`src/rtl/core/sobm_pkg.sv`:
```
// Package for the Sobel edge magnitude block: word types, geometry struct, constants.
// No dependencies; sobm_front, sobm_back and the top level refer to it by scoped names.
package sobm_pkg;

    localparam int MAX_WIDTH_DEF = 8192;
    localparam int GEOM_W        = 15;   // holds a column count up to 16384
    localparam int CFG_W         = 14;
    localparam int PIX_W         = 8;
    localparam int GRAD_W        = 11;   // signed, |g| <= 1020
    localparam int SUM_W         = 21;   // gx^2 + gy^2 <= 2080800
    localparam int SAT_SUM       = 65025;
    localparam int QUEUE_DEPTH   = 2;

    localparam int REG_WIDTH  = 0;
    localparam int REG_HEIGHT = 1;

    localparam logic [CFG_W-1:0] WIDTH_RST  = 14'd640;
    localparam logic [CFG_W-1:0] HEIGHT_RST = 14'd480;

    typedef struct packed {
        logic             cmd;
        logic [PIX_W-1:0] pixel_in;
    } in_word_t;

    typedef struct packed {
        logic             out_valid;
        logic [PIX_W-1:0] magnitude;
        logic             frame_last;
    } out_word_t;

    typedef struct packed {
        logic [GEOM_W-1:0] width;
        logic [CFG_W-1:0]  height;
    } geom_t;

endpackage

```
`src/rtl/core/sobm_fifo.sv`:
```
// Small register queue of generic width.
// Depends on nothing.
module sobm_fifo #(
    parameter int WIDTH = 8,
    parameter int DEPTH = 2
) (
    input  logic             clk,
    input  logic             rst_n,
    input  logic             push,
    input  logic [WIDTH-1:0] wdata,
    output logic             full,
    input  logic             pop,
    output logic [WIDTH-1:0] rdata,
    output logic             empty
);

    localparam int PW = (DEPTH > 1) ? $clog2(DEPTH) : 1;
    localparam int CW = $clog2(DEPTH + 1);

    logic [WIDTH-1:0] slot_reg [DEPTH];
    logic [PW-1:0]    wr_ptr_reg, wr_ptr_next;
    logic [PW-1:0]    rd_ptr_reg, rd_ptr_next;
    logic [CW-1:0]    count_reg,  count_next;
    logic             do_push, do_pop;

    assign full    = (count_reg == CW'(DEPTH));
    assign empty   = (count_reg == '0);
    assign do_push = push && !full;
    assign do_pop  = pop && !empty;
    assign rdata   = slot_reg[rd_ptr_reg];

    always_comb
    begin
        wr_ptr_next = wr_ptr_reg;
        rd_ptr_next = rd_ptr_reg;
        count_next  = count_reg;
        if (do_push)
        begin
            wr_ptr_next = (wr_ptr_reg == PW'(DEPTH - 1)) ? '0 : wr_ptr_reg + 1'b1;
        end
        if (do_pop)
        begin
            rd_ptr_next = (rd_ptr_reg == PW'(DEPTH - 1)) ? '0 : rd_ptr_reg + 1'b1;
        end
        if (do_push && !do_pop)
        begin
            count_next = count_reg + 1'b1;
        end
        else if (do_pop && !do_push)
        begin
            count_next = count_reg - 1'b1;
        end
    end

    always_ff @(posedge clk or negedge rst_n)
    begin
        if (!rst_n)
        begin
            wr_ptr_reg <= '0;
            rd_ptr_reg <= '0;
            count_reg  <= '0;
        end
        else
        begin
            wr_ptr_reg <= wr_ptr_next;
            rd_ptr_reg <= rd_ptr_next;
            count_reg  <= count_next;
        end
    end

    always_ff @(posedge clk)
    begin
        if (do_push)
        begin
            slot_reg[wr_ptr_reg] <= wdata;
        end
    end

endmodule

```
`src/rtl/core/sobm_front.sv`:
```
// Front end: takes input words, turns a flush word into a zero pixel, queues pixels.
// Depends on sobm_pkg and sobm_fifo.
module sobm_front (
    input  logic                       clk,
    input  logic                       rst_n,
    input  logic                       push,
    input  sobm_pkg::in_word_t         in_word,
    output logic                       full,
    input  logic                       pop,
    output logic [sobm_pkg::PIX_W-1:0] px,
    output logic                       empty
);

    logic [sobm_pkg::PIX_W-1:0] px_in;

    // a flush word carries no pixel; inside the frame it counts as black
    assign px_in = in_word.cmd ? '0 : in_word.pixel_in;

    sobm_fifo #(
        .WIDTH (sobm_pkg::PIX_W),
        .DEPTH (sobm_pkg::QUEUE_DEPTH)
    ) u_queue (
        .clk   (clk),
        .rst_n (rst_n),
        .push  (push),
        .wdata (px_in),
        .full  (full),
        .pop   (pop),
        .rdata (px),
        .empty (empty)
    );

endmodule

```
`config.mk`:
```
export PLATFORM = sky130hd
export DESIGN_NAME = sobm_front
export DESIGN_NICKNAME = d
export VERILOG_FILES = /design/src/rtl/core/sobm_pkg.sv /design/src/rtl/core/sobm_fifo.sv /design/src/rtl/core/sobm_front.sv
export SDC_FILE = /design/constraint.sdc
export NUM_CORES = 1
export LEC_CHECK = 0
export ABC_AREA = 0
export ABC_CLOCK_PERIOD_IN_PS = 3900
export BUFFER_PORTS_ARGS = -buffer_cell sky130_fd_sc_hd__buf_2
export CAP_MARGIN = 15
export CORE_MARGIN = 3
export CORE_UTILIZATION = 39
export DETAILED_ROUTE_END_ITERATION = 8
export HOLD_SLACK_MARGIN = 0.1
export PLACE_DENSITY = 0.75
export SLEW_MARGIN = 20
export SYNTH_ARGS = -nofsm -noshare
export SYNTH_HDL_FRONTEND = slang
export SYNTH_SLANG_ARGS = --single-unit
```
`constraint.sdc`:
```
create_clock -name clk -period 3.9 [get_ports clk]
set_clock_uncertainty 0.2 [all_clocks]
set_input_delay 0.78 -clock clk [delete_from_list [all_inputs] [get_ports clk]]
set_output_delay 0.78 -clock clk [all_outputs]
set_load 0.01 [all_outputs]
```
==> results_dict.tcl <==
set metrics [dict create \
    seq_area_frac_synth_pct 70.4 \
    fin_nets 93 \
    post-route-period-util_pct 60.9 \
    grt_max_degree 12 \
    hold_path.class "flop to flop" \
    vias_per_cell 4.50 \
    stdcell_area_um2 1000 \
    reg2reg_setup_slack_ns 2.11 \
    synth.distinct_cells 15 \
    placed_area_um2 963 \
    cp.arrival_ns 1.39 \
    r2r-start "u_queue.count_reg[0]" \
    synthesis.area_um2 825 \
    combPwrFrac_pct 32.8 \
    clk_latency_ns 0.29 \
    ant_nets 0 \
    synth_compound_area_share_pct 0.607 \
    required_ns 2.92 \
    drtPass1Iterations 4 \
    hold_end "u_queue.wr_ptr_reg" \
    endpoint_kind "output port" \
    drt_wl_total_um 1280 \
    vias 473 \
    crit_type "flop to output port" \
    syn2layout_area_growth_pct 21.2 \
    die_h_um 52.0 \
    postSynthCellCount 52 \
    syn_avg_cell_area_um2 15.9 \
    initialDrtViolationCount 6 \
    clockPowerShare_pct 14.4 \
    remaining_drc_errors 0 \
    tritoncts "yes" \
    crit_path_max_fanout 9 \
    layout-drive-gt1-share_pct 34.6 \
    gp_congestion 0.664 \
    hold_start "u_queue.wr_ptr_reg" \
    multi_input_area_um2 231 \
    drt-wirelength-per-cell_um 12.2 \
    switching_power_mw 0.210 \
    yosys.area_share.simple_pct 9.71 \
    regArea_um2 581 \
    p_per_area_mw_per_mm2 654 \
    r2r_cells 3 \
    p_int_mw 0.445 \
    antenna_found_initial 0 \
    cts_buffer_depth 2 \
    fill_cells 181 \
    fp.dieW_um 52.0 \
    grt_pass1_vias 493 \
    fin_crit_ns 2.37 \
    synthAdderAreaFrac_pct 1.52 \
    outcome "finished, final reports clean" \
    dieArea_mm2 0.00270 \
    yosysWarnings 0 \
    cts_resized 0 \
    dp_hpwl_um 943 \
    synth_fp_nets 66 \
    cts-root-buf "clkbuf_4" \
    tightest_slew_ns 0.659 \
    synth_top_cell_area_share_pct 58.3 \
    coreArea_mm2 0.00198 \
    p_leak_nw 0.415 \
    ir_drop_mv 0.287 \
    clock-sinks 20 \
    hold_viol 0 \
    setup_viol 0 \
    crit_path_start "u_queue.rd_ptr_reg" \
    clk_pin_slew_ns 0.10 \
    row_count 16 \
    largest_reg_flops 16 \
    grt_usage_pct 10.9 \
    antenna_cells 0 \
    setup_tns_ns 0 \
    initial_core_util_pct 41.6 \
    r2r_end "u_queue.slot_reg[0][0]" \
    drv_slew 0 \
    drv_cap 0 \
    fmax_mhz 421 \
    synth_top_cell_by_area "edfxtp_1" \
    globalRouteOverflowTotal 0 \
    relSlewSlack_pct 55.9 \
    critPathLaunchType "flop" \
    htreeDepth 1 \
    yosys-top-cells-area "edfxtp_1 58%, dfrtp_1 12%, mux2_1 9.6%" \
    cts_buffers 3 \
    synth_seq_cells 20 \
    p_seq_share_pct 52.8 \
    io_buffers 22 \
    muxShareOfSynthArea_pct 10.9 \
    switching_share_pct 32.0 \
    grt_pass1_wl_um 2100 \
    ios 23 \
    rsz0062_at_grt "no" \
    synth_top_family_by_area "multiplexers" \
    synth_xor_area_share_pct 5.31 \
    min_path_cells 1 \
]
[metrics by stage]
stage	instances	utilization [%]	hold slack [ns]	power [mW]	setup WS, ns
finish	105	50.4	0.303	0.654	1.53
global route	105	50.4	0.328	0.704	1.43
CTS	105	50.4	0.303	0.667	1.47
detailed placement	100	48.6	0.291	0.570	1.81
global placement	100	48.6	0.282	0.561	1.84
floorplan	52	-	0.259	0.492	2.06
[power by group through the flow]
| stage | sequential [mW] | clock [mW] | combinational [mW] |
|---|---|---|---|
| after floorplan | 0.325 | 0 | 0.166 |
| after detailed placement | 0.353 | 0 | 0.217 |
| after global placement | 0.348 | 0 | 0.213 |
| after CTS | 0.348 | 0.0995 | 0.220 |
| after global routing | 0.355 | 0.107 | 0.242 |
| final | 0.346 | 0.0943 | 0.214 |
[timing repair]
item / in CTS / in global routing
hold buffers: 1 / 0
endpoints found under the hold margin: 4 / 0
buffers inserted: 0 / 0
[how the worst max path moves through the flow]
stage / end / slack [ns] / cells after the start
after floorplan: px[1] / 2.06 / 2
after CTS: px[3] / 1.47 / 2
after global placement: px[3] / 1.84 / 2
final: px[3] / 1.53 / 2
after global routing: px[3] / 1.43 / 2
after detailed placement: px[3] / 1.81 / 2
[worst max-delay path, cell delays in order (launching register included)]
cell	delay (ns)
dfrtp_1	0.59
mux2_1	0.37
buf_2	0.14
[area by class of cell]
class                           count  share of cell area, %
Sequential cell                    20                   58.1
Multi-Input combinational cell     29                   23.2
Timing Repair Buffer               23                   12.0
Tap cell                           27                   3.38
Clock buffer                        3                   2.25
Inverter                            2                  0.751
Clock inverter                      1                  0.375
[per-layer routing]
layer  global-route usage [%]  wire length, um
met5                        0                0
met4                     6.55               16
met3                     2.01               58
met2                     16.7              634
met1                     14.1              572
[layout by cell type (no fill, tap or decap), types with 2 or more instances in the layout]
| cell | count |
|---|---|
| buf_2 | 22 |
| edfxtp_1 | 16 |
| nor2b_1 | 8 |
| mux2_1 | 7 |
| dfrtp_1 | 4 |
| nor2_1 | 3 |
| xnor2_1 | 3 |
| clkbuf_4 | 3 |
| inv_1 | 2 |
| xor2_1 | 2 |
[cells in the mapped netlist]
master and count:
and3_1 1, buf_2 1, dfrtp_1 4, edfxtp_1 16, ha_1 1, inv_1 2, mux2_1 7, mux2_2 1
nand2_2 1, nand2b_1 1, nor2_1 3, nor2b_1 8, o21ai_1 1, xnor2_1 3, xor2_1 2
[logic make-up after synthesis]
kind of cell / count (synthesis)
AOI/OAI and AO/OA: 1
xor gates and xnor gates: 5
DFF: 20
and+or+nand+nor: 14
muxes: 8
buffers and inverters: 3
adders and majority gates: 1
Power figures use the tool's default switching activity.
