--- src/rtl/core/sobm_fifo.sv ---
// Small register queue of generic width.
// Depends on nothing.
module sobm_fifo #(
    parameter int WIDTH = 8,
    parameter int DEPTH = 2
) (
    input  logic             clk,
    input  logic             rst_n,
    input  logic             push,
    input  logic [WIDTH-1:0] wdata,
    output logic             full,
    input  logic             pop,
    output logic [WIDTH-1:0] rdata,
    output logic             empty
);

    localparam int PW = (DEPTH > 1) ? $clog2(DEPTH) : 1;
    localparam int CW = $clog2(DEPTH + 1);

    logic [WIDTH-1:0] slot_reg [DEPTH];
    logic [PW-1:0]    wr_ptr_reg, wr_ptr_next;
    logic [PW-1:0]    rd_ptr_reg, rd_ptr_next;
    logic [CW-1:0]    count_reg,  count_next;
    logic             do_push, do_pop;

    assign full    = (count_reg == CW'(DEPTH));
    assign empty   = (count_reg == '0);
    assign do_push = push && !full;
    assign do_pop  = pop && !empty;
    assign rdata   = slot_reg[rd_ptr_reg];

    always_comb
    begin
        wr_ptr_next = wr_ptr_reg;
        rd_ptr_next = rd_ptr_reg;
        count_next  = count_reg;
        if (do_push)
        begin
            wr_ptr_next = (wr_ptr_reg == PW'(DEPTH - 1)) ? '0 : wr_ptr_reg + 1'b1;
        end
        if (do_pop)
        begin
            rd_ptr_next = (rd_ptr_reg == PW'(DEPTH - 1)) ? '0 : rd_ptr_reg + 1'b1;
        end
        if (do_push && !do_pop)
        begin
            count_next = count_reg + 1'b1;
        end
        else if (do_pop && !do_push)
        begin
            count_next = count_reg - 1'b1;
        end
    end

    always_ff @(posedge clk or negedge rst_n)
    begin
        if (!rst_n)
        begin
            wr_ptr_reg <= '0;
            rd_ptr_reg <= '0;
            count_reg  <= '0;
        end
        else
        begin
            wr_ptr_reg <= wr_ptr_next;
            rd_ptr_reg <= rd_ptr_next;
            count_reg  <= count_next;
        end
    end

    always_ff @(posedge clk)
    begin
        if (do_push)
        begin
            slot_reg[wr_ptr_reg] <= wdata;
        end
    end

endmodule

--- config.mk ---
export PLATFORM = sky130hd
export DESIGN_NAME = sobm_fifo
export DESIGN_NICKNAME = d
export VERILOG_FILES = /design/src/rtl/core/sobm_fifo.sv
export SDC_FILE = /design/constraint.sdc
export NUM_CORES = 1
export LEC_CHECK = 0
export ABC_AREA = 1
export BUFFER_PORTS_ARGS = -buffer_cell sky130_fd_sc_hd__clkbuf_2
export CORE_MARGIN = 2
export CORE_UTILIZATION = 45
export DETAILED_ROUTE_END_ITERATION = 10
export PLACE_DENSITY_LB_ADDON = 0.08
export SETUP_SLACK_MARGIN = 0.4
export SLEW_MARGIN = 25
export SYNTH_ARGS = -nofsm -noshare
export SYNTH_HDL_FRONTEND = slang
export SYNTH_SLANG_ARGS = --single-unit
--- constraint.sdc ---
create_clock -name clk -period 4.4 [get_ports clk]
set_clock_uncertainty 0.15 [all_clocks]
set_input_delay 0 -clock clk [delete_from_list [all_inputs] [get_ports clk]]
set_output_delay 0 -clock clk [all_outputs]
set_load 0.005 [all_outputs]
==> results of run 1 <==
[per-layer routing]
metal  vias up  global-route usage  share of wire
li1        308                   -              -
met1       256               0.191           0.46
met2        11               0.253           0.50
met3         2              0.0235          0.036
met4         0              0.0686         0.0085
met5         -                   0              0
[critical path, stage by stage (launching register included)]
cell,delay [ns]
dfrtp_1,0.48
o21ai_0,0.15
nor2_1,0.54
[kinds of logic (layout without fill, tap and decap cells)]
group | after synthesis | in the layout | synth area share
AND/OR/NAND/NOR | 40 | 40 | 0.201
flip-flops | 20 | 20 | 0.717
buffers and inverters | 9 | 45 | 0.0433
AO/OA/AOI/OAI | 2 | 2 | 0.0124
adder cells (fa/ha/maj) | 1 | 1 | 0.0155
XOR/XNOR | 1 | 1 | 0.0108
[stage by stage]
stage / utilization / cell area [um^2] / instances / setup WS (ns) / hold WS [ns]
final: 0.637 / 1090 / 134 / 2.73 / 0.282
after global routing: 0.637 / 1090 / 134 / 2.58 / 0.282
after CTS: 0.637 / 1090 / 134 / 2.71 / 0.281
after detailed placement: 0.551 / 941 / 118 / 2.73 / -0.337
after global placement: 0.551 / 941 / 118 / 2.78 / -0.336
after floorplan: - / 810 / 73 / 2.93 / -0.446
[where the power goes]
group / total (uW) / switching, uW / internal, uW
sequential: 299 / 36.0 / 263
clock: 83.9 / 51.0 / 32.9
combinational: 213 / 123 / 89.4
[synth_stat cells]
master    count  area, um^2
nand2_1      33         124
nor2_1        2        7.51
nand3b_1      1        7.51
o21ai_0       2        10.0
dfrtp_1       4         100
nand4_1       1        6.26
ha_1          1        12.5
xnor2_1       1        8.76
buf_2         1        5.00
nor2_2        2        12.5
nand3_1       1        5.00
inv_2         1        3.75
edfxtp_1     16         480
inv_1         7        26.3
[layout make-up]
| type | instances | share of cell area |
|---|---|---|
| clock inverters | 1 | 0.00345 |
| flip-flops and latches | 20 | 0.534 |
| inverters | 8 | 0.0276 |
| repair buffers | 33 | 0.207 |
| multi-input cells | 44 | 0.178 |
| clock buffers | 3 | 0.0207 |
| well taps | 25 | 0.0288 |
[final timing paths]
| check | end | depth (start not counted) | slack, ns |
|---|---|---|---|
| max | slot_reg[1][0] | 2 | 2.73 |
| min | slot_reg[1][7] | 2 | 0.28 |
| max reg2reg | slot_reg[1][0] | 2 | 2.73 |
| min reg2reg | wr_ptr_reg | 2 | 0.35 |
| max in group asynchronous | rd_ptr_reg | 3 | 3.49 |
| min in group asynchronous | count_reg[1] | 3 | 0.44 |
==> metrics.cfg, run 1 <==
[routing]
wl_um = 1410
dr.pass1.iters = 4
wl_per_cell_um = 10.5
ant_nets = 0
detail_route.iter0.violations = 5
viasPerCell = 4.31
num_vias = 577
drc_errors = 0

[floorplan]
die_x_um = 46.4
die_y_um = 46.4
num_rows = 15
core-area_um2 = 1710
dieArea_um2 = 2150
pin_count = 22
start_util = 0.474

[global_routing]
grt_pass1_vias = 489
antenna_found_initial = 0
overflow = 0
grtUsageTotal = 0.151
grt_pass1_wl_um = 2190
grt_max_degree = 12

[synthesis]
yosysWarnings = 0
avgSynthCellArea_um2 = 11.1
syn_area_um2 = 810
syn_nets = 86
ys_types = 14
synth_cells = 73
synth_seq_cells = 20
yosysSeqAreaShare = 0.717

[critical_path]
crit_fanout = 8
crit_type = flop to flop
startpoint_type = flop
cp.arrival_ns = 1.45
crit_required_ns = 4.18
timing.rr.start = count_reg[0]
crit_start = count_reg[0]
endpoint_kind = flop

[pwr]
vdd_ir_drop_max_mv = 0.365
leakage_uw = 0.000512
pwr_density_cell_nw_per_um2 = 548
power.total_uw = 595

[hold_path]
hp-class = primary input to flop
hp-start = wdata[7]

[clocking]
path_clk_slew_ns = 0.11
clk_latency_ns = 0.28
ctsHtreeMaxLevel = 1
cts.hold.buffers_added = 12
post_cts_resized = 0
cts_post_setup_buffers_inserted = 0
root_buffer = clkbuf_4
clock_path_buffers = 2
cts_tree = built
cts_num_sinks = 20
cts_buffers = 3

[cells_and_area]
final_cell_mix = nand2_1, clkbuf_2, edfxtp_1
largest_register_ffs = 16
num-fill-cells = 134
layout_commonest_cell = nand2_1
area_delta_synth_final_pct = 34.3
multi_input_area_um2 = 194
regArea_um2 = 581
n_antenna_cell = 0
final_net_count = 123
drive_gt1_frac = 0.248

[sta]
slew-limit-headroom = 0.552
rsz0062_at_grt = false
finalWorstPathRequiredPeriod_ns = 1.67
setup_viol = 0
fin_crit_sh = 0.380
worstMarginPinSlew_ns = 0.670
hold_viol_final = 0
final.setup.tns_ns = 0
fmax_mhz = 598
drv_slew = 0

[run_status]
outcome = finished clean

[placed_design]
port_buffers = 21
routabilityCongestion = 0.845
detailed_place_hpwl_um = 936

[run]
cap_violations = 0

Power figures use the tool's default switching activity.
==> run 2: changes to the inputs <==
CORE_UTILIZATION = 44   (was 45)
clock period = 1.5 ns   (was 4.4 ns; I/O delays follow)
==> metrics.cfg, run 2 (synthesis results as in run 1) <==
[clocking]
cts_num_sinks = 20  ; unchanged
ctsHtreeMaxLevel = 1  ; unchanged
clk_latency_ns = 0.29  ; about the same
cts.hold.buffers_added = 11  ; -1
cts_tree = built
path_clk_slew_ns = 0.11  ; about the same
root_buffer = clkbuf_4
cts_buffers = 3  ; unchanged
clock_path_buffers = 2  ; unchanged

[run]
cap_violations = 0  ; unchanged

[global_routing]
antenna_found_initial = 0  ; unchanged
grt_pass1_vias = 581  ; +19%
grt_max_degree = 12  ; unchanged
overflow = 0  ; unchanged
grtUsageTotal = 0.166  ; +0.0147
grt_pass1_wl_um = 2420  ; +11%

[sta]
setup_viol = 0  ; unchanged
drv_slew = 0  ; unchanged
final.setup.tns_ns = 0  ; unchanged
finalWorstPathRequiredPeriod_ns = 1.47  ; -0.202 ns
worstMarginPinSlew_ns = 0.214  ; -0.456 ns
fin_crit_sh = 0.981  ; +0.600
slew-limit-headroom = 0.857  ; +0.305
hold_ws_ns = -0.107  ; -0.389 ns
hold_viol_final = 1  ; +1
fmax_mhz = 680  ; +14%
rsz0062_at_grt = true

[critical_path]
endpoint_kind = flop
crit_start = count_reg[1]
crit_path_end = count_reg[1]
cp.arrival_ns = 1.51  ; +0.06 ns
crit_type = flop to flop
crit_fanout = 2  ; -6
reg2reg_depth = 8  ; +6
startpoint_type = flop
crit_required_ns = 1.54  ; -2.64 ns
timing.rr.start = count_reg[1]
r2r_slack_ns = 0.03  ; -2.70 ns
r2r_end = count_reg[1]

[floorplan]
dieArea_um2 = 2200  ; +2.1%
pin_count = 22  ; unchanged
core-area_um2 = 1730  ; +1.1%
start_util = 0.469  ; -0.00515
die_x_um = 46.9  ; +1.0%
num_rows = 15  ; unchanged
die_y_um = 46.9  ; +1.0%

[cells_and_area]
n_antenna_cell = 0  ; unchanged
drive_gt1_frac = 0.463  ; +0.216
final_cell_mix = nand2_1, clkbuf_2, edfxtp_1
area_delta_synth_final_pct = 61.7
layout_commonest_cell = nand2_1
final_net_count = 137  ; +11%
largest_register_ffs = 16  ; unchanged
fin_util = 0.758  ; +0.121

[routing]
wl_per_cell_um = 12.6  ; +20%
wl_um = 1860  ; +32%
drc_errors = 0  ; unchanged
viasPerCell = 4.59  ; +6.7%
dr.pass1.iters = 4  ; unchanged
ant_nets = 0  ; unchanged
num_vias = 680  ; +18%
detail_route.iter0.violations = 11  ; +6

[hold_path]
hp-class = primary input to flop

[placed_design]
detailed_place_hpwl_um = 949  ; +1.3%
port_buffers = 21  ; unchanged
routabilityCongestion = 0.743  ; -12%

[run_status]
violations = negative hold slack
outcome = finished, violations left

[pwr]
vdd_ir_drop_max_mv = 1.15  ; +220%
leakage_uw = 0.000596  ; +16%
pwr_density_cell_nw_per_um2 = 1810  ; +230%

-- run 2: cell types whose count changed in the layout (fill, tap and decap cells not counted), moves of 2 or more --
cell	before	now
buf_4	0	6
buf_6	0	9
clkbuf_2	21	19
dfrtp_1	4	2
dfrtp_2	0	2
inv_1	7	5
inv_4	0	2
nand2_1	33	28
nand2_2	0	5
nor2_1	2	0
nor2_4	0	3
o21ai_0	2	0
o21ai_4	0	2
-- run 2: power breakdown --
| group | switching (uW) | total [uW] | internal [uW] |
|---|---|---|---|
| Clock | 156 | 253 | 96.7 |
| Sequential | 123 | 900 | 777 |
| Combinational | 591 | 1210 | 620 |
-- run 2: per-stage QoR --
stage	total power [uW]	cell area, um^2	hold slack (ns)	worst slack [ns]	instances
2_1_floorplan	1280	818	-0.446	0.129	73
3_3_place_gp	1570	972	-0.334	0.0254	121
3_5_place_dp	1590	972	-0.336	0.00766	121
4_1_cts	2100	1210	-0.129	0.0656	145
5_1_grt	2520	1310	-0.110	-0.0304	148
6_report	2360	1310	-0.107	0.0290	148
-- run 2: timing repair --
action                                  in CTS  in global routing
setup buffers                                8                  3
endpoints found under the setup margin      29                 30
pin swaps                                    8                  3
endpoints found under the hold margin       23                  1
resized for setup                           14                 14
cloned                                       1                  0
-- run 2: layout make-up --
cell class / instances / area, um^2
multi-input cells: 44 / 269
fillers: 115 / 418
repair buffers: 46 / 357
clock buffers: 3 / 22.5
flip-flops and latches: 20 / 583
repair inverters: 1 / 7.51
well taps: 25 / 31.3
inverters: 8 / 35.0
clock inverters: 1 / 3.75
-- run 2: per-layer routing --
metal / GRT usage / routed length, um / vias to the layer above
met4: 0.0667 / 14 / 0
li1: - / - / 340
met1: 0.186 / 777 / 323
met5: 0 / 0 / -
met3: 0.0346 / 53 / 2
met2: 0.304 / 1020 / 15
-- run 2: worst min path at each step --
stage	start	endpoint	slack, ns	depth (start not counted)
global placement	rst_n	count_reg[1]	-0.33	1
CTS	push	wr_ptr_reg	-0.13	4
finish	push	wr_ptr_reg	-0.11	4
floorplan	rst_n	count_reg[0]	-0.45	0
detailed placement	rst_n	count_reg[1]	-0.34	1
global route	push	wr_ptr_reg	-0.11	4
-- run 2: worst max-delay path, stage by stage (launching register included) --
cell and delay [ns]:
dfrtp_1 0.41, inv_2 0.08, nor2_4 0.16, nor2_4 0.06, ha_4 0.25, inv_1 0.08, nand3_1 0.08, nand2_1 0.06
nand2_1 0.05
==> run 3: changes to the inputs <==
ABC_AREA = unset   (was 1)
==> metrics.cfg, run 3 <==
[run_status]
outcome = finished, violations left
violations = negative hold slack

[run]
cap_violations = 0  ; unchanged

[synthesis]
yosysWarnings = 0  ; unchanged
synthTopCellsByCount = edfxtp_1, mux2_1, dfrtp_1, nor2_1
ys_top_cells_by_area = edfxtp_1, dfrtp_1, mux2_1
async_flop_share = 0.200  ; unchanged
synth_cells = 44  ; -40%
synth_edf_count = 16  ; unchanged
avgSynthCellArea_um2 = 17.8  ; +60%
syn_area_um2 = 782  ; -3.4%
synth_top_area_frac = 0.614  ; +0.0209
yosysSeqAreaShare = 0.742  ; +0.0252
synth_flop_cell = edfxtp_1
synth_largest_area_cell = edfxtp_1
ys_types = 15  ; +1
yosysMostFrequentCell = edfxtp_1
syn_nets = 57  ; -34%
synth_seq_cells = 20  ; unchanged

[critical_path]
r2r_slack_ns = 0.002  ; -0.03 ns
crit_fanout = 4  ; +2
startpoint_type = flop
cp_slowest_stage_delay_ns = 0.45  ; +0.04 ns
worstPathCellList = nand2b_4, nand2_4, inv_2, ha_4, xor2_1, nor2_1, xor2_1
crit_family = flip-flops
endpoint_kind = flop
crit_required_ns = 1.56  ; +0.02 ns
crit_buf_inv = 1  ; -1
r2r_end = count_reg[1]
reg2reg_depth = 7  ; -1
crit_type = flop to flop
timing.rr.start = count_reg[0]
cp_common_cell = xor2_1
cp.arrival_ns = 1.56  ; +0.05 ns
crit_slowest_cell = dfrtp_2

[placed_design]
detailed_place_hpwl_um = 781  ; -18%
port_buffers = 21  ; unchanged
routabilityCongestion = 0.654  ; -12%

[sta]
hold_viol_final = 2  ; +1
setup_viol = 0  ; unchanged
final.setup.tns_ns = 0  ; unchanged
finalWorstPathRequiredPeriod_ns = 1.50  ; +0.0267 ns
hold_ws_ns = -0.0707  ; +0.0359 ns
rsz0062_at_grt = true
worstMarginPinSlew_ns = 0.208  ; -0.00572 ns
slew-limit-headroom = 0.861  ; +0.00429
drv_slew = 0  ; unchanged
fin_crit_sh = 0.998  ; +0.0178
fmax_mhz = 668  ; -1.8%

[pwr]
vdd_ir_drop_max_mv = 1.38  ; +20%
pwr_density_cell_nw_per_um2 = 1840  ; +1.9%
power.total_uw = 2420  ; +2.5%
leakage_uw = 0.000580  ; -2.7%

[clocking]
root_buffer = clkbuf_4
cts_tree = built
cts_num_sinks = 20  ; unchanged
cts_buffers = 3  ; unchanged
clock_path_buffers = 2  ; unchanged
clk_latency_ns = 0.28  ; about the same
path_clk_slew_ns = 0.10  ; about the same
cts.hold.buffers_added = 10  ; -1
ctsHtreeMaxLevel = 1  ; unchanged

[floorplan]
die_y_um = 46.2  ; -1.6%
core-area_um2 = 1690  ; -2.2%
die_x_um = 46.2  ; -1.6%
start_util = 0.463  ; -0.00588
num_rows = 15  ; unchanged
dieArea_um2 = 2130  ; -3.1%
pin_count = 22  ; unchanged

[cells_and_area]
area_delta_synth_final_pct = 68.3
final_net_count = 108  ; -21%
layout_commonest_cell = buf_6
largest_register_ffs = 16  ; unchanged
drive_gt1_frac = 0.649  ; +0.186
fin_util = 0.779  ; +0.0213
final_cell_mix = buf_6, edfxtp_1, clkbuf_2
n_antenna_cell = 0  ; unchanged

[routing]
wl_per_cell_um = 13.2  ; +4.7%
dr.pass1.iters = 3  ; -1
detail_route.iter0.violations = 4  ; -7
ant_nets = 0  ; unchanged
drc_errors = 0  ; unchanged
wl_um = 1460  ; -21%
viasPerCell = 4.75  ; +3.3%
num_vias = 527  ; -23%

[hold_path]
hold_end = rd_ptr_reg
hp-class = primary input to flop
hold_depth = 4  ; unchanged
hp-start = pop

[global_routing]
grt_pass1_vias = 486  ; -16%
antenna_found_initial = 0  ; unchanged
overflow = 0  ; unchanged
grtUsageTotal = 0.146  ; -0.0197
grt_pass1_wl_um = 2100  ; -13%
grt_max_degree = 12  ; unchanged

[run 3: repair_timing]
action,in CTS,in global routing
buffers inserted,8,4
gates resized for setup,18,18
endpoints found under the hold margin,23,2
pin swaps,3,3
setup endpoints to repair,29,30
[run 3: power breakdown]
part	total (uW)	switching, uW	leakage, uW	internal, uW
clock	246	143	0.0000150	103
combinational	1290	439	0.000373	849
sequential	889	104	0.000192	784
total	2420	686	0.000580	1740
[run 3: stage by stage]
| step | cell area [um^2] | std cells | setup WS (ns) |
|---|---|---|---|
| floorplan | 801 | 44 | 0.0493 |
| global placement | 952 | 85 | 0.0332 |
| detailed placement | 952 | 85 | 0.00322 |
| CTS | 1200 | 107 | 0.0453 |
| global route | 1320 | 111 | -0.111 |
| finish | 1320 | 111 | 0.00230 |
[run 3: final cells by class]
cell class                      count  area [um^2]
Multi-Input combinational cell     21          268
Fill cell                         108          373
Timing Repair Buffer               47          409
Clock buffer                        4         26.3
Tap cell                           17         21.3
Sequential cell                    20          584
Inverter                            2         7.51
[run 3: how the worst max path moves through the flow]
stage,cells after the start,slack [ns],start,to
after floorplan,7,0.05,count_reg[0],count_reg[1]
after global placement,6,0.03,count_reg[0],count_reg[1]
after detailed placement,7,0.003,count_reg[0],count_reg[1]
after CTS,7,0.05,count_reg[0],count_reg[1]
after global routing,7,-0.11,count_reg[0],count_reg[1]
final,7,0.002,count_reg[0],count_reg[1]
[run 3: logic make-up after synthesis]
kind of cell / after synthesis / share of synthesized area
compound gates: 1 / 0.00639
fa+ha+maj: 1 / 0.0160
flops: 20 / 0.742
xor+xnor: 5 / 0.0656
buf+inv: 3 / 0.0160
mux: 8 / 0.115
simple gates: 6 / 0.0384
[run 3: layer usage]
layer / global-route usage / wire length, um / part of all wire
met1: 0.183 / 618 / 0.42
met2: 0.244 / 814 / 0.56
met3: 0.0353 / 28 / 0.019
met5: 0 / 0 / 0
met4: 0.0514 / 0 / 0
[run 3: tightest hold or removal path, stage by stage]
cell      delay, ns
clkbuf_2       0.09
o21ai_2        0.08
buf_4          0.12
xnor2_1        0.05
